[src/rtl/vmfc_pkg.sv]
package vmfc_pkg;

   localparam int MAX_FRAGMENTS      = 64;
   localparam int FRAGMENT_DATA_BITS = 490;
   localparam int FRAGMENT_BYTES     = 66;

   localparam int HEADER_BITS = 6;
   localparam int FRAG_BITS   = FRAGMENT_BYTES * 8;
   localparam int TOTAL_BITS  = FRAG_BITS + 32;
   localparam int DATA_END    = HEADER_BITS + FRAGMENT_DATA_BITS;
   // bytes in the word that carries the end of the CRC
   localparam int TAIL_BYTES  = ((TOTAL_BITS - 1) % 64) / 8 + 1;

   localparam int POS_W = $clog2(TOTAL_BITS + 1);
   localparam int IDX_W = (MAX_FRAGMENTS > 1) ? $clog2(MAX_FRAGMENTS) : 1;

   localparam int GROUP_BYTES = 9;

   // 0x04c11db7 in reflected form
   localparam logic [31:0] CRC_POLY_REFLECTED = 32'hEDB88320;
   localparam logic [31:0] CRC_INIT           = 32'hFFFFFFFF;

   localparam int QUEUE_DEPTH = 4;
   localparam int QPTR_W      = $clog2(QUEUE_DEPTH);
   localparam int QCNT_W      = $clog2(QUEUE_DEPTH + 1);

   typedef struct packed {
      logic [7:0] data;
      logic       msg_end;
      logic [8:0] groups;
   } q_entry_type;

   typedef struct packed {
      logic full;
      logic empty;
   } q_status_type;

   typedef enum logic [0:0] {F_PASS, F_PAD} front_state_type;

   typedef enum logic [1:0] {B_DATA, B_ZERO, B_CRC, B_REST} back_state_type;

   function automatic logic [31:0] crc_byte_update(input logic [31:0] crc,
                                                   input logic [7:0]  b);
      logic [31:0] c;
      c = crc ^ {24'h000000, b};
      for (int i = 0; i < 8; i++) begin
         c = c[0] ? ((c >> 1) ^ CRC_POLY_REFLECTED) : (c >> 1);
      end
      return c;
   endfunction

endpackage

[src/rtl/voice_message_fragmenter_crc32.sv]
// channel  direction  handshake             payload
// req      in         req_valid/req_stall   msg_byte, last_byte
// rsp      out        rsp_valid/rsp_stall   frag_word, valid_bytes, frag_number, flags, counts
//
// One message byte per cycle while it stays inside a fragment; the back end
// inserts up to eight bits and folds one byte into the CRC each cycle.
// Closing a fragment zero-fills it a byte at a time, appends the four CRC
// bytes and then inserts the bits carried into the next fragment.
// The message is padded with zero bytes to a multiple of nine bytes at one
// byte per cycle while the queue has room, input stalled meanwhile. Reset
// is synchronous; a full queue stalls the input (a stalled result word fills it).
module voice_message_fragmenter_crc32 (
   input  logic        clock,
   input  logic        reset,
   input  logic        req_valid,
   output logic        req_stall,
   input  logic [7:0]  req_msg_byte,
   input  logic        req_last_byte,
   output logic        rsp_valid,
   input  logic        rsp_stall,
   output logic [63:0] rsp_frag_word,
   output logic [3:0]  rsp_valid_bytes,
   output logic [5:0]  rsp_frag_number,
   output logic        rsp_last_of_fragment,
   output logic        rsp_last_of_message,
   output logic [8:0]  rsp_group_count,
   output logic [6:0]  rsp_fragment_count
);
   import vmfc_pkg::*;

   q_status_type q_status;
   q_entry_type  q_wdata;
   q_entry_type  q_rdata;
   logic         q_push;
   logic         q_pop;

   vmfc_front u_front (
      .clock         (clock),
      .reset         (reset),
      .req_valid     (req_valid),
      .req_stall     (req_stall),
      .req_msg_byte  (req_msg_byte),
      .req_last_byte (req_last_byte),
      .q_status      (q_status),
      .q_push        (q_push),
      .q_wdata       (q_wdata)
   );

   vmfc_queue u_queue (
      .clock  (clock),
      .reset  (reset),
      .push   (q_push),
      .wdata  (q_wdata),
      .pop    (q_pop),
      .rdata  (q_rdata),
      .status (q_status)
   );

   vmfc_back u_back (
      .clock                (clock),
      .reset                (reset),
      .q_status             (q_status),
      .q_rdata              (q_rdata),
      .q_pop                (q_pop),
      .rsp_valid            (rsp_valid),
      .rsp_stall            (rsp_stall),
      .rsp_frag_word        (rsp_frag_word),
      .rsp_valid_bytes      (rsp_valid_bytes),
      .rsp_frag_number      (rsp_frag_number),
      .rsp_last_of_fragment (rsp_last_of_fragment),
      .rsp_last_of_message  (rsp_last_of_message),
      .rsp_group_count      (rsp_group_count),
      .rsp_fragment_count   (rsp_fragment_count)
   );

endmodule

[src/rtl/vmfc_front.sv]
module vmfc_front (
   input  logic                  clock,
   input  logic                  reset,
   input  logic                  req_valid,
   output logic                  req_stall,
   input  logic [7:0]            req_msg_byte,
   input  logic                  req_last_byte,
   input  vmfc_pkg::q_status_type q_status,
   output logic                  q_push,
   output vmfc_pkg::q_entry_type q_wdata
);
   import vmfc_pkg::*;

   front_state_type state_ff, state_in;
   logic [3:0] mod9_ff, mod9_in;
   logic [8:0] grp_ff, grp_in;

   logic       take;
   logic       pad_go;
   logic       wrap;
   logic [8:0] grp_inc;
   logic       msg_end;

   assign wrap    = (mod9_ff == 4'(GROUP_BYTES - 1));
   assign grp_inc = (wrap && (grp_ff != '1)) ? grp_ff + 9'd1 : grp_ff;

   always_comb begin
      state_in = state_ff;
      unique case (state_ff)
         F_PASS: begin
            if (take && req_last_byte && !wrap) state_in = F_PAD;
         end
         F_PAD: begin
            if (pad_go && wrap) state_in = F_PASS;
         end
         default: state_in = F_PASS;
      endcase
   end

   always_comb begin
      req_stall = q_status.full || (state_ff == F_PAD);
      take      = req_valid && !req_stall;
      pad_go    = (state_ff == F_PAD) && !q_status.full;
      q_push    = take || pad_go;
      msg_end   = ((take && req_last_byte) || pad_go) && wrap;

      q_wdata.data    = take ? req_msg_byte : 8'h00;
      q_wdata.msg_end = msg_end;
      q_wdata.groups  = grp_inc;

      mod9_in = mod9_ff;
      grp_in  = grp_ff;
      if (q_push) begin
         mod9_in = wrap ? 4'd0 : mod9_ff + 4'd1;
         grp_in  = msg_end ? 9'd0 : grp_inc;
      end
   end

   always_ff @(posedge clock) begin
      if (reset) begin
         state_ff <= F_PASS;
         mod9_ff  <= 4'd0;
         grp_ff   <= 9'd0;
      end else begin
         state_ff <= state_in;
         mod9_ff  <= mod9_in;
         grp_ff   <= grp_in;
      end
   end

endmodule

[src/rtl/vmfc_queue.sv]
module vmfc_queue (
   input  logic                   clock,
   input  logic                   reset,
   input  logic                   push,
   input  vmfc_pkg::q_entry_type  wdata,
   input  logic                   pop,
   output vmfc_pkg::q_entry_type  rdata,
   output vmfc_pkg::q_status_type status
);
   import vmfc_pkg::*;

   q_entry_type         slot_ff [QUEUE_DEPTH];
   logic [QPTR_W-1:0]   wptr_ff, wptr_in;
   logic [QPTR_W-1:0]   rptr_ff, rptr_in;
   logic [QCNT_W-1:0]   cnt_ff, cnt_in;

   always_comb begin
      status.full  = (cnt_ff == QCNT_W'(QUEUE_DEPTH));
      status.empty = (cnt_ff == '0);
      rdata        = slot_ff[rptr_ff];

      wptr_in = push ? wptr_ff + QPTR_W'(1) : wptr_ff;
      rptr_in = pop  ? rptr_ff + QPTR_W'(1) : rptr_ff;
      cnt_in  = cnt_ff;
      if (push && !pop) cnt_in = cnt_ff + QCNT_W'(1);
      else if (pop && !push) cnt_in = cnt_ff - QCNT_W'(1);
   end

   always_ff @(posedge clock) begin
      if (push) slot_ff[wptr_ff] <= wdata;
   end

   always_ff @(posedge clock) begin
      if (reset) begin
         wptr_ff <= '0;
         rptr_ff <= '0;
         cnt_ff  <= '0;
      end else begin
         wptr_ff <= wptr_in;
         rptr_ff <= rptr_in;
         cnt_ff  <= cnt_in;
      end
   end

endmodule

[src/rtl/vmfc_back.sv]
module vmfc_back (
   input  logic                   clock,
   input  logic                   reset,
   input  vmfc_pkg::q_status_type q_status,
   input  vmfc_pkg::q_entry_type  q_rdata,
   output logic                   q_pop,
   output logic                   rsp_valid,
   input  logic                   rsp_stall,
   output logic [63:0]            rsp_frag_word,
   output logic [3:0]             rsp_valid_bytes,
   output logic [5:0]             rsp_frag_number,
   output logic                   rsp_last_of_fragment,
   output logic                   rsp_last_of_message,
   output logic [8:0]             rsp_group_count,
   output logic [6:0]             rsp_fragment_count
);
   import vmfc_pkg::*;

   back_state_type   state_ff, state_in;
   logic [63:0]      word_ff, word_in;
   logic [POS_W-1:0] pos_ff, pos_in;
   logic [IDX_W-1:0] idx_ff, idx_in;
   logic [31:0]      crc_ff, crc_in;
   logic [7:0]       rest_ff, rest_in;
   logic [3:0]       rest_k_ff, rest_k_in;
   logic             rest_pend_ff, rest_pend_in;
   logic             end_pend_ff, end_pend_in;
   logic [8:0]       grp_ff, grp_in;
   logic [1:0]       ccnt_ff, ccnt_in;

   logic             out_valid_ff;
   logic [63:0]      out_word_ff;
   logic [3:0]       out_bytes_ff;
   logic [5:0]       out_num_ff;
   logic             out_lof_ff;
   logic             out_lom_ff;
   logic [8:0]       out_grp_ff;
   logic [6:0]       out_cnt_ff;

   logic             adv;
   logic             take;
   logic             step;
   logic [7:0]       push_bits;
   logic [3:0]       push_k;
   logic             frag_done;
   logic             final_close;
   logic             last_frag;
   logic [POS_W-1:0] room;
   logic [POS_W-1:0] to_frag_end;
   logic [3:0]       to_byte_end;
   logic [31:0]      crc_out;

   // bit inserter
   logic [5:0]       off;
   logic [7:0]       masked;
   logic [127:0]     window;
   logic [POS_W-1:0] pos_new;
   logic [6:0]       rel;
   logic             crossed;
   logic [3:0]       byte_sel;
   logic [7:0]       done_byte;
   logic             frag_end;
   logic             emit;
   logic [63:0]      word_after;
   logic [IDX_W-1:0] idx_next;

   assign adv       = !out_valid_ff || !rsp_stall;
   assign take      = (state_ff == B_DATA) && adv && !q_status.empty;
   assign step      = adv && ((state_ff != B_DATA) || take);
   assign q_pop     = take;
   assign last_frag = (idx_ff == IDX_W'(MAX_FRAGMENTS - 1));
   assign crc_out   = ~crc_ff;
   assign room      = POS_W'(DATA_END) - pos_ff;
   assign to_frag_end = POS_W'(FRAG_BITS) - pos_ff;
   assign to_byte_end = 4'd8 - {1'b0, pos_ff[2:0]};

   always_comb begin
      off        = pos_ff[5:0];
      masked     = push_bits & ~(8'hFF >> push_k);
      window     = {word_ff, 64'h0} | ({masked, 120'h0} >> off);
      pos_new    = pos_ff + POS_W'(push_k);
      rel        = {1'b0, off} + 7'(push_k);
      crossed    = (pos_new[POS_W-1:3] != pos_ff[POS_W-1:3]);
      byte_sel   = rel[6:3] - 4'd1;
      done_byte  = 8'h00;
      for (int b = 0; b < 9; b++) begin
         if (byte_sel == 4'(b)) done_byte = window[127 - 8 * b -: 8];
      end
      frag_end   = (pos_new == POS_W'(TOTAL_BITS));
      emit       = rel[6] || frag_end;
      word_after = rel[6] ? window[63:0] : window[127:64];
   end

   always_comb begin
      state_in = state_ff;
      unique case (state_ff)
         B_DATA: begin
            if (take && (rest_pend_in || q_rdata.msg_end)) state_in = B_ZERO;
         end
         B_ZERO: begin
            if (pos_new == POS_W'(FRAG_BITS)) state_in = B_CRC;
         end
         B_CRC: begin
            if (frag_done) state_in = rest_pend_ff ? B_REST : B_DATA;
         end
         B_REST: begin
            state_in = end_pend_ff ? B_ZERO : B_DATA;
         end
         default: state_in = B_DATA;
      endcase
   end

   always_comb begin
      push_bits    = 8'h00;
      push_k       = 4'd0;
      rest_in      = rest_ff;
      rest_k_in    = rest_k_ff;
      rest_pend_in = rest_pend_ff;
      end_pend_in  = end_pend_ff;
      grp_in       = grp_ff;
      ccnt_in      = ccnt_ff;
      frag_done    = 1'b0;
      final_close  = end_pend_ff && !rest_pend_ff;

      unique case (state_ff)
         B_DATA: begin
            push_bits = q_rdata.data;
            if (take) begin
               end_pend_in = q_rdata.msg_end;
               grp_in      = q_rdata.groups;
            end
            if (pos_ff >= POS_W'(DATA_END)) begin
               // fragment is full: the whole byte opens the next one, unless this is the last fragment
               if (!last_frag) begin
                  rest_in      = q_rdata.data;
                  rest_k_in    = 4'd8;
                  rest_pend_in = take;
               end
            end else if (room >= POS_W'(8)) begin
               push_k = 4'd8;
            end else begin
               push_k = room[3:0];
               if (!last_frag) begin
                  rest_in      = q_rdata.data << room[3:0];
                  rest_k_in    = 4'd8 - room[3:0];
                  rest_pend_in = take;
               end
            end
            ccnt_in = 2'd0;
         end
         B_ZERO: begin
            push_k  = (to_frag_end < POS_W'(to_byte_end)) ? to_frag_end[3:0] : to_byte_end;
            ccnt_in = 2'd0;
         end
         B_CRC: begin
            unique case (ccnt_ff)
               2'd0: push_bits = crc_out[31:24];
               2'd1: push_bits = crc_out[23:16];
               2'd2: push_bits = crc_out[15:8];
               2'd3: push_bits = crc_out[7:0];
               default: push_bits = 8'h00;
            endcase
            push_k    = 4'd8;
            ccnt_in   = ccnt_ff + 2'd1;
            frag_done = frag_end;
            if (frag_done && final_close) end_pend_in = 1'b0;
         end
         B_REST: begin
            push_bits    = rest_ff;
            push_k       = rest_k_ff;
            rest_pend_in = 1'b0;
         end
         default: begin
            push_k = 4'd0;
         end
      endcase

      idx_next = final_close ? '0 : idx_ff + IDX_W'(1);

      word_in = word_ff;
      pos_in  = pos_ff;
      idx_in  = idx_ff;
      crc_in  = crc_ff;
      if (frag_done) begin
         word_in = {6'(idx_next), 58'h0};
         pos_in  = POS_W'(HEADER_BITS);
         idx_in  = idx_next;
         crc_in  = CRC_INIT;
      end else begin
         word_in = word_after;
         pos_in  = pos_new;
         if (crossed && (pos_new <= POS_W'(FRAG_BITS))) begin
            crc_in = crc_byte_update(crc_ff, done_byte);
         end
      end
   end

   always_ff @(posedge clock) begin
      if (reset) begin
         state_ff     <= B_DATA;
         word_ff      <= 64'h0;
         pos_ff       <= POS_W'(HEADER_BITS);
         idx_ff       <= '0;
         crc_ff       <= CRC_INIT;
         rest_pend_ff <= 1'b0;
         end_pend_ff  <= 1'b0;
         ccnt_ff      <= 2'd0;
         out_valid_ff <= 1'b0;
      end else begin
         if (step) begin
            state_ff     <= state_in;
            word_ff      <= word_in;
            pos_ff       <= pos_in;
            idx_ff       <= idx_in;
            crc_ff       <= crc_in;
            rest_pend_ff <= rest_pend_in;
            end_pend_ff  <= end_pend_in;
            ccnt_ff      <= ccnt_in;
         end
         if (adv) out_valid_ff <= step && emit;
      end
   end

   always_ff @(posedge clock) begin
      if (step) begin
         rest_ff   <= rest_in;
         rest_k_ff <= rest_k_in;
         grp_ff    <= grp_in;
      end
      if (step && emit) begin
         out_word_ff  <= window[127:64];
         out_bytes_ff <= frag_end ? 4'(TAIL_BYTES) : 4'd8;
         out_num_ff   <= 6'(idx_ff);
         out_lof_ff   <= frag_end;
         out_lom_ff   <= frag_end && final_close;
         out_grp_ff   <= (frag_end && final_close) ? grp_ff : 9'd0;
         out_cnt_ff   <= (frag_end && final_close) ? 7'(idx_ff) + 7'd1 : 7'd0;
      end
   end

   assign rsp_valid            = out_valid_ff;
   assign rsp_frag_word        = out_word_ff;
   assign rsp_valid_bytes      = out_bytes_ff;
   assign rsp_frag_number      = out_num_ff;
   assign rsp_last_of_fragment = out_lof_ff;
   assign rsp_last_of_message  = out_lom_ff;
   assign rsp_group_count      = out_grp_ff;
   assign rsp_fragment_count   = out_cnt_ff;

endmodule

[config.mk]
export PLATFORM = sky130hd
export DESIGN_NAME = voice_message_fragmenter_crc32
export DESIGN_NICKNAME = d
export VERILOG_FILES = /design/src/rtl/vmfc_pkg.sv /design/src/rtl/voice_message_fragmenter_crc32.sv /design/src/rtl/vmfc_front.sv /design/src/rtl/vmfc_queue.sv /design/src/rtl/vmfc_back.sv
export SDC_FILE = /design/constraint.sdc
export NUM_CORES = 1
export LEC_CHECK = 0
export ABC_AREA = 1
export BUFFER_PORTS_ARGS = -buffer_cell sky130_fd_sc_hd__buf_4
export CORE_MARGIN = 2
export CORE_UTILIZATION = 30
export CTS_CLUSTER_DIAMETER = 40
export DETAILED_ROUTE_END_ITERATION = 10
export GPL_ROUTABILITY_DRIVEN = 1
export SKIP_CTS_REPAIR_TIMING = 1
export SLEW_MARGIN = 20
export SYNTH_ARGS = -nofsm -noshare
export SYNTH_HDL_FRONTEND = slang
export SYNTH_HIERARCHICAL = 1
export SYNTH_SLANG_ARGS = --single-unit
[constraint.sdc]
create_clock -name clock -period 13.93 [get_ports clock]
set_input_delay 1.393 -clock clock [delete_from_list [all_inputs] [get_ports clock]]
set_output_delay 1.393 -clock clock [all_outputs]
set_load 0.01 [all_outputs]
-- After elaboration in Yosys (flattened, before gate mapping)
Memories as Yosys holds them, arrays and structs flattened. A register that Yosys moved wholly into a read port is not among the register bits.
Cells that the tools add are included.
Widths: inputs -> output; s select.
- register bits: 253
- RAM bits: 72
- input port bits: 13
- output and inout bits: 94
- word-level logic and storage cells: 207
- memories kept: 1
- memory list (name ; words ; width ; read ports ; clocked after Yosys merged registers in ; write ports ; RTL line ; RTL):
    u_queue.slot_ff ; 4 ; 18 ; 1 ; 1 ; 1 ; vmfc_queue.sv:12 ; q_entry_type slot_ff [QUEUE_DEPTH];
- $add $sub $neg: 16
- $lt $le $gt $ge: 4
- equal/unequal tests: 27
- shift operators: 3
- multiplexer cells: 66
- bitwise logic cells: 15
- reductions and logical operators: 50
- operators by type and width (cell ; count):
    $mux 32 ; 10
    $mux 64 ; 2
    $or 128x128->128 ; 1
    $shr 128x6->128 ; 1
    $mux 8 ; 14
    $not 13->14 ; 8
    $mux 4 ; 9
    $not 32->32 ; 1
    $pmux 8 s4 ; 1
    $xor 32x8->32 ; 1
    $pmux 8 s3 ; 1
    $eq 10x10->1 const B ; 2
    $mux 9 ; 2
    $logic_and 1x1->1 ; 17
    $eq 4x3->1 const B ; 4
    $pmux 4 s4 ; 1
    $mux 2 ; 6
    $reduce_and 4->1 ; 3
    $mux 1 ; 11
    $add 10x4->10 ; 1
    $ge 10x4->1 const B ; 1
    $ge 10x9->1 const B ; 1
    $le 10x10->1 const B ; 1
    $lt 10x4->1 ; 1
    other kinds (44) ; 81

-- Longest topological paths before layout
Gate-level depths: netlist (run 1).
- depth after elaboration: 38
- mapped depth: 46
- mapped depth without buffers: 44

-- Cells and area by module
The synthesis (run 1) kept the hierarchy.
- by module, submodules not included (module ; instances ; cells an instance ; area each (um^2) ; seq. area each (um^2)):
    vmfc_back ; 1 ; 1727 ; 13191.4 ; 5685.5
    vmfc_queue ; 1 ; 232 ; 3153.0 ; 2342.2
    vmfc_front ; 1 ; 148 ; 980.9 ; 280.3

-- Least setup slack after synthesis (run 1)
Ideal clock, no wire load.
- kind: register -> register
- start point: register u_back.pos_ff[3]
- end point: register u_back.out_num_ff[0] (netlist: u_back/rsp_frag_number[0]), enable pin
- setup time: 0.567 ns
- arrival time: 7.791 ns
- data required time: 13.363 ns
- slack: 5.571 ns
- cell stages (with the launch flop): 22
- path buffers: 1
- period minus slack after synthesis: 8.359 ns
- cells stage by stage: dfxtp_1 inv_2 buf_1 ha_1 inv_1 nor3_1 nand3_1 nor2_2 nand2_2 o21ai_2 nand2_1 nand2_4 inv_4 ha_1 inv_1 or2_1 a21oi_4 xor2_2 inv_1 nor4_1 nand4_1 a21oi_1
- longest elaborated chain between the ends: 9
- elaborated cells on any way between the ends: 14
- those cells by class: add/sub: 4; order compare: 3; eq/ne: 1; mux: 4; reduce/logical: 2
- ends and longest elaborated chain (item ; RTL line ; RTL):
    start: declaration ; vmfc_back.sv:21 ; logic [POS_W-1:0] pos_ff, pos_in;
    start signal: assignment ; vmfc_back.sv:202 ; pos_ff <= POS_W'(HEADER_BITS);
    start signal: assignment ; vmfc_back.sv:213 ; pos_ff <= pos_in;
    $sub 9x10->10 ; vmfc_back.sv:73 ; assign room = POS_W'(DATA_END) - pos_ff;
    $ge 10x4->1 ; vmfc_back.sv:139 ; end else if (room >= POS_W'(8)) begin
    $mux 4 ; vmfc_back.sv:139 ;
    $mux 4 ; vmfc_back.sv:132 ; if (pos_ff >= POS_W'(DATA_END)) begin
    $pmux 4 s4 ; vmfc_back.sv:125 ; unique case (state_ff)
    $add 10x4->10 ; vmfc_back.sv:81 ; pos_new = pos_ff + POS_W'(push_k);
    $eq 10x10->1 ; vmfc_back.sv:89 ; frag_end = (pos_new == POS_W'(TOTAL_BITS));
    $logic_or 1x1->1 (*) ; vmfc_back.sv:90 ; emit = rel[6] || frag_end;
    $logic_and 1x1->1 (*) ; vmfc_back.sv:230 ; if (step && emit) begin
    end signal: assignment ; vmfc_back.sv:233 ; out_num_ff <= 6'(idx_ff);
    end: declaration ; vmfc_back.sv:34 ; logic [5:0] out_num_ff;
Mark *: on every way between the ends. The rest lies on a longest branch, timed or not.
A chain may end at the register's enable or synchronous reset.

-- Worst setup path after layout (run 1)
- start point: register u_back.pos_ff[3]
- end point: register u_back.crc_ff[25]
- elaborated cells on any way between the ends: 58
- those cells by class: add/sub: 5; order compare: 4; eq/ne: 10; shift: 2; mux: 24; bitwise: 9; reduce/logical: 4
- RTL lines (item ; RTL line ; RTL):
    $sub 9x10->10 ; vmfc_back.sv:73 ;
    $ge 10x4->1 ; vmfc_back.sv:139 ;
    $mux 4 ; vmfc_back.sv:139 ;
    $mux 4 ; vmfc_back.sv:132 ;
    $pmux 4 s4 ; vmfc_back.sv:125 ;
    $add 10x4->10 (*) ; vmfc_back.sv:81 ;
    $eq 10x10->1 (*) ; vmfc_back.sv:89 ;
    via u_back.frag_end ; vmfc_back.sv:62 ; logic frag_end;
    $mux 1 (*) ; vmfc_back.sv:125 ;
    $reduce_bool 2->1 (no line) ; n/a ;
    $reduce_and 2->1 (no line) ; n/a ;
    end signal: assignment ; vmfc_back.sv:215 ; crc_ff <= crc_in;
    end: declaration ; vmfc_back.sv:23 ; logic [31:0] crc_ff, crc_in;
The timed path passes the listed nets; every way through them passes the cells marked *. The select of a mux whose other input is x is not followed.

==> qor.txt, run 1 <==
status: finished clean
worst hold stages: 1
hold path start: u_queue/rptr_ff[1]
routability congestion estimate: 0.922
worst hold endpoint: u_queue/rptr_ff[1]
first-pass GRT wire length: 81,300 um
crit path capture type: flop
setup TNS: 0 ns
Worst EP required: 14.39 ns
main area contributors after synthesis: edfxtp_1, dfxtp_1, nand2_1
Initial DRT Pass Iterations: 7
Post-Route WL: 51,800 um
syn nets: 2,147
critical path startpoint category: flop
Cells after Synth: 2,107
n_diodes: 0
cell area after synthesis: 0.0173 sq mm
clk_lat worst skew: 0.61 ns
CTS clk-pin slew, worst paths: 0.06 ns
Setup CP Type: flop to flop
CTS max path bufs: 3
DPL Wire Length: 36,300 um
drt initial violations: 1,489
Hold WC Path Type: flop to flop
I/O Buffers: 105
Final Slew Violations: 0
H-tree levels: 2
Max Fclk: 127 MHz
reg-to-reg startpoint: u_back/pos_ff[3]
Vias: 15,205
critical path arrival: 8.33 ns
Post-synth ARST share: 0%
fin crit share: 56.5%
die width: 244 um
Main synth FF type: edfxtp_1
via/cell ratio: 5.06
initial antenna violation count: 0
share of cells above drive strength 1: 16.4%
worst-path fanout max: 56
most frequent cells in the layout: nand2_1, inv_1, edfxtp_1, nand3_1, dfxtp_1
total core area: 0.0574 sq mm
crit-path max cell delay: 0.87 ns
path depth of the worst reg2reg path: 32
Final setup viols: 0
Yosys cell types: 63
Slew headroom: 29.6%
die area: 0.0597 sq mm
syn avg cell area: 8.22 sq um
Post-synth EDFFs: 182
final hold viol count: 0
largest net degree at the start of global routing: 85
vias in the first global route: 14,320
I/O pin cnt: 107
Post-DRT Antenna Nets: 0
commonest non-fill, non-tap cell in the layout: nand2_1
Max Cap Violations: 0
slowest cell on the critical path: dfxtp_1
Nets: 2,234
Synth area leader: edfxtp_1
R2R setup slack: 6.07 ns
DRC: 0
Die Y: 244 um
CTS tree: built
synthesized flop and latch total: 324
Remaining Overflow, GRT: 0
clk_skew: 0.0409 ns
unrepaired setup endpoints after global routing: false
Clock Sinks: 324
FP Rows: 88
cell repeated most along the worst path: nand2_1
YS warnings: 6
Routed WL per cell: 17.2 um
initial core utilization: 30.2%
post-route minimum period: 7.86 ns
Critical R2R Capture: u_back/crc_ff[25]
CTS buffer count: 56
global-route usage over all layers: 17.1%
Layout area overhead: 19.8%
clock root cell: clkbuf_16
Seq/Total Area, Yosys: 48.0%
Tightest Pin Transition: 1.06 ns
Synth top area share: 31.5%
-- worst max path at each step --
stage	cells after the start	from	slack, ns	to
floorplan	21	u_back/pos_ff[3]	5.57	u_back/rsp_frag_number[0]
global placement	32	u_back/pos_ff[3]	6.27	u_back/crc_ff[25]
detailed placement	32	u_back/pos_ff[3]	6.16	u_back/crc_ff[25]
CTS	32	u_back/pos_ff[3]	6.13	u_back/crc_ff[25]
global route	32	u_back/pos_ff[3]	5.38	u_back/crc_ff[25]
finish	32	u_back/pos_ff[3]	6.07	u_back/crc_ff[25]
-- Yosys cell counts (8+ instances only) --
cell type and number:
clkinv_1 8, o21ai_1 25, ha_1 25, dfxtp_1 142
buf_6 11, o22ai_1 29, nand4_1 35, a21oi_1 94
buf_4 11, inv_1 211, inv_2 14, nand3_1 176
a211oi_1 16, nor2_2 9, edfxtp_1 182, a221oi_1 41
nor3_1 10, o21ai_0 99, buf_2 15, nand2_1 550
a31oi_1 15, nor2_1 125, nand2_2 58, nand2_4 9
xor2_1 30, buf_1 8, clkbuf_1 45, nand3_2 19
o211ai_1 11
-- kinds of logic (layout without fill, tap and decap cells) --
family | after synthesis | count (layout) | synth area share, %
buf+inv | 329 | 464 | 8.06
fa+ha+maj | 27 | 27 | 2.04
compound gates | 367 | 367 | 13.2
xor+xnor | 36 | 36 | 1.95
other cells | 1 | 1 | 0.0216
simple gates | 1023 | 1023 | 26.8
flops | 324 | 324 | 48.0
-- sequential cells by signal, summed over array words and instances (netlist names), 3 cells and up, named ones only --
signal / cells
u_queue/slot_ff: 72
u_back/rsp_frag_word: 64
u_back/word_ff: 64
u_back/crc_ff: 32
u_back/pos_ff: 10
u_back/grp_ff: 9
u_back/rsp_group_count: 9
u_front/grp_ff: 9
u_back/rest_ff: 8
u_back/rsp_fragment_count: 7
u_back/idx_ff: 6
u_back/rsp_frag_number: 6
u_back/rest_k_ff: 4
u_front/mod9_ff: 4
u_queue/cnt_ff: 3
-- final cells by class --
cell class / count / area [sq um]
Inverter: 239 / 916
Multi-Input combinational cell: 1454 / 7650
Timing Repair Buffer: 119 / 893
Sequential cell: 324 / 8310
Clock buffer: 64 / 1460
Tap cell: 765 / 957
Fill cell: 5791 / 36600
Clock inverter: 42 / 564
-- critical path: cells and delay by family (launching register included) --
| kind | cells | cell delay (ns) |
|---|---|---|
| AND/OR/NAND/NOR | 19 | 3.54 |
| buffers and inverters | 8 | 2.14 |
| adder cells (fa/ha/maj) | 2 | 0.76 |
| AO/OA/AOI/OAI | 3 | 0.38 |
| flip-flops | 1 | 0.87 |
-- stage by stage --
stage | std cells | hold WS, ns | worst slack, ns | util, % | instance area (sq um)
final | 3007 | 0.463 | 6.07 | 36.2 | 20800
after global routing | 3007 | 0.497 | 5.38 | 36.2 | 20800
after CTS | 3007 | 0.460 | 6.13 | 36.2 | 20800
after detailed placement | 2901 | 0.450 | 6.16 | 32.6 | 18700
after global placement | 2901 | 0.426 | 6.27 | 32.6 | 18700
after floorplan | 2107 | 0.412 | 5.57 | - | 17300
-- routing by layer --
layer,share of wire [%],global-route usage [%],vias to the layer above
met5,0,0,-
met4,4.2,8.32,0
met3,6.3,2.78,128
met2,45,27.0,558
met1,44,22.9,7189
li1,-,-,7330
Power of run 1 is not shown: default switching activity piles up to over one toggle a cycle in this logic, so the estimate is an artifact.
==> run 2, diff against run 1 <==
--- a/config.mk
+++ b/config.mk
@@ -5,7 +5,7 @@
 export SDC_FILE = /design/constraint.sdc
 export NUM_CORES = 1
 export LEC_CHECK = 0
-export ABC_AREA = 1
+export ABC_AREA = 0
 export BUFFER_PORTS_ARGS = -buffer_cell sky130_fd_sc_hd__buf_4
 export CORE_MARGIN = 2
 export CORE_UTILIZATION = 30
==> constraint.sdc (replaced) <==
create_clock -name clock -period 8.24 [get_ports clock]
set_input_delay 0.824 -clock clock [delete_from_list [all_inputs] [get_ports clock]]
set_output_delay 0.824 -clock clock [all_outputs]
set_load 0.01 [all_outputs]
==> run 2 against run 1 <==
  * Die area grew 0.38%
  * Count of clock-buffer cells in the layout decreased by 12
  * Non-clock buffer count grew 50
  * Critical endpoint is now u_back/crc_ff[19]
  * Highest routed layer is now met5
  * Critical path type unchanged
==> qor.txt, run 2 <==
die width: 245 um (+0.19%)
H-tree levels: 2 (unchanged)
commonest cells in the netlist: edfxtp_1, a21oi_1, dfxtp_1
Post-DRT Antenna Nets: 0 (unchanged)
Vias: 14,786 (-2.8%)
Layout area overhead: 19.2%
slowest cell on the critical path: nor3_1
crit path capture type: flop
CTS tree: built
Cells after Synth: 1,738 (-18%)
Post-synth ARST share: 0% (unchanged)
Final setup viols: 0 (unchanged)
FP Rows: 88 (unchanged)
most frequent cells in the layout: edfxtp_1, a21oi_1, buf_4, dfxtp_1, nor2_1
final hold viol count: 0 (unchanged)
CTS clk-pin slew, worst paths: 0.06 ns (about the same)
cell area after synthesis: 0.0174 sq mm (+0.39%)
YS warnings: 6 (unchanged)
Max Fclk: 131 MHz (+2.7%)
Worst EP required: 8.74 ns (-5.65 ns)
crit-path max cell delay: 0.78 ns (-0.09 ns)
initial core utilization: 30.3% (+0.060 points)
Post-synth EDFFs: 182 (unchanged)
Max Cap Violations: 0 (unchanged)
clk_skew: 0.0283 ns (-0.0126 ns)
Place WS: 0.850 ns (-5.31 ns)
syn nets: 1,778 (-17%)
Die Y: 245 um (+0.19%)
Setup CP Type: flop to flop
Post-Route WL: 61,400 um (+18%)
I/O Buffers: 105 (unchanged)
worst-path fanout max: 13 (-77%)
PD cells: 447 mW/mm^2
Initial DRT Pass Iterations: 5 (-2)
syn avg cell area: 10.0 sq um (+22%)
DRC: 0 (unchanged)
critical path arrival: 8.16 ns (-0.17 ns)
Main synth FF type: edfxtp_1
Synth area leader: edfxtp_1
P_leak: 0.00783 uW
share of cells above drive strength 1: 17.1% (+0.65 points)
clk_lat worst skew: 0.58 ns (-0.03 ns)
Synth top area share: 31.4% (-0.12 points)
n_diodes: 0 (unchanged)
total core area: 0.0575 sq mm (+0.19%)
status: finished clean
DPL Wire Length: 44,700 um (+23%)
number of flip-flops in the largest register: 72 (unchanged)
Slew headroom: 27.3% (-2.2 points)
post-route minimum period: 7.66 ns (-0.208 ns)
Seq/Total Area, Yosys: 47.8% (-0.19 points)
crit path cell chain: inv_1 -> ha_1 -> nor3b_4 -> xnor2_1 -> a2111oi_2 -> and4_1 -> nor3_1 -> ha_1 -> a21oi_1 -> buf_4 -> xnor2_1 -> nand2_1 -> buf_4 -> nor3_1 -> o21ai_0 -> a32o_1 -> a211oi_1 -> buf_4 -> xnor2_2 -> xor2_1 -> xnor2_2 -> xnor3_1 -> a21oi_1
I/O pin cnt: 107 (unchanged)
critical path startpoint category: flop
largest net degree at the start of global routing: 95 (+12%)
fin crit share: 92.9% (+36 points)
main area contributors after synthesis: edfxtp_1, dfxtp_1, a21oi_1
Biggest register: u_queue/slot_ff
Hold WC Path Type: flop to flop
most frequent cell after synthesis: edfxtp_1
clock root cell: clkbuf_16
drt initial violations: 1,412 (-5.2%)
Nets: 1,891 (-15%)
die area: 0.0599 sq mm (+0.38%)
synthesized flop and latch total: 324 (unchanged)
Clock Sinks: 324 (unchanged)
Tightest Pin Transition: 1.09 ns (+0.0337 ns)
Max IR drop VDD: 0.000232 V
Filler cells: 5,805 (+0.24%)
Final Slew Violations: 0 (unchanged)
global-route usage over all layers: 20.1% (+2.9 points)
Remaining Overflow, GRT: 0 (unchanged)
cell repeated most along the worst path: buf_4
Yosys cell types: 105 (+67%)
commonest non-fill, non-tap cell in the layout: edfxtp_1
Routed WL per cell: 23.1 um (+34%)
via/cell ratio: 5.58 (+10%)
Final Worst Setup Slack: 0.583 ns (-5.48 ns)
setup TNS: 0 ns (unchanged)
first-pass GRT wire length: 91,700 um (+13%)
vias in the first global route: 14,289 (-0.22%)
routability congestion estimate: 0.983 (+6.6%)
unrepaired setup endpoints after global routing: false
CTS max path bufs: 3 (unchanged)
CTS buffer count: 45 (-20%)
initial antenna violation count: 2 (+2)
run 2: changes by cell type after synthesis, sizes merged, moves of 26 or more:
cell | previous run | this run
a21oi | 100 | 174
xnor2 | 4 | 54
and2 | 7 | 36
a221oi | 41 | 10
a22oi | 0 | 28
o21ai | 128 | 75
nand4 | 38 | 11
nand2 | 617 | 128
and3 | 4 | 30
nor3 | 11 | 72
inv | 230 | 77
nand3 | 195 | 38
run 2: logic make-up (layout without fill, tap and decap cells):
group / after synthesis / count (layout) / synth area share (%)
AOI/OAI and AO/OA: 520 / 520 / 20.1
xor gates and xnor gates: 92 / 92 / 5.78
adders and majority gates: 27 / 27 / 2.03
other: 1 / 1 / 0.0216
buffers and inverters: 182 / 331 / 4.53
muxes: 36 / 36 / 3.65
and+or+nand+nor: 556 / 556 / 16.1
DFF: 324 / 324 / 47.8
run 2: cell type report:
class                   count  area [sq um]  area share [%]
clock buffers              52          1230            5.91
clock inverters            31           337            1.62
flip-flops and latches    324          8310            40.1
multi-input cells        1232          8340            40.2
repair buffers            169          1270            6.12
inverters                  79           297            1.43
well taps                 765           957            4.62
run 2: stage by stage:
stage	util, %	power, uW	hold WS (ns)	cells	cell area (sq um)
after floorplan	-	5770	0.445	1738	17400
after global placement	33.3	7180	0.465	2569	19200
after detailed placement	33.3	7210	0.470	2569	19200
after CTS	36.1	9230	0.483	2652	20700
after global routing	36.1	9780	0.512	2652	20700
final	36.1	9260	0.483	2652	20700
run 2: where the power goes:
group	switching, uW	internal (uW)
sequential	171	1960
combinational	3070	2080
clock	788	1190
total	4030	5240
run 2: path summary, 6_finish.rpt:
| path | startpoint | endpoint | slack (ns) | cells after the start |
|---|---|---|---|---|
| max | u_back/pos_ff[0] | u_back/crc_ff[19] | 0.58 | 23 |
| min | u_back/word_ff[62] | u_back/word_ff[62] | 0.48 | 2 |
| max reg2reg | u_back/pos_ff[0] | u_back/crc_ff[19] | 0.58 | 23 |
| min reg2reg | u_back/word_ff[62] | u_back/word_ff[62] | 0.48 | 2 |
run 2: critical path, delay by kind of cell, from the launching register on:
family	cells	cell delay, ns
adders and majority gates	2	0.88
buffers and inverters	4	0.93
xor gates and xnor gates	6	1.94
and+or+nand+nor	5	1.75
DFF	1	0.60
AOI/OAI and AO/OA	6	1.49
run 2: layer usage:
metal  wire length (um)  track usage (%)
met5                 44                0
met4               3020             9.86
met3               3920             3.67
met2              28400             32.2
met1              26000             26.0
No activity file was read; power rests on OpenSTA's default activity.
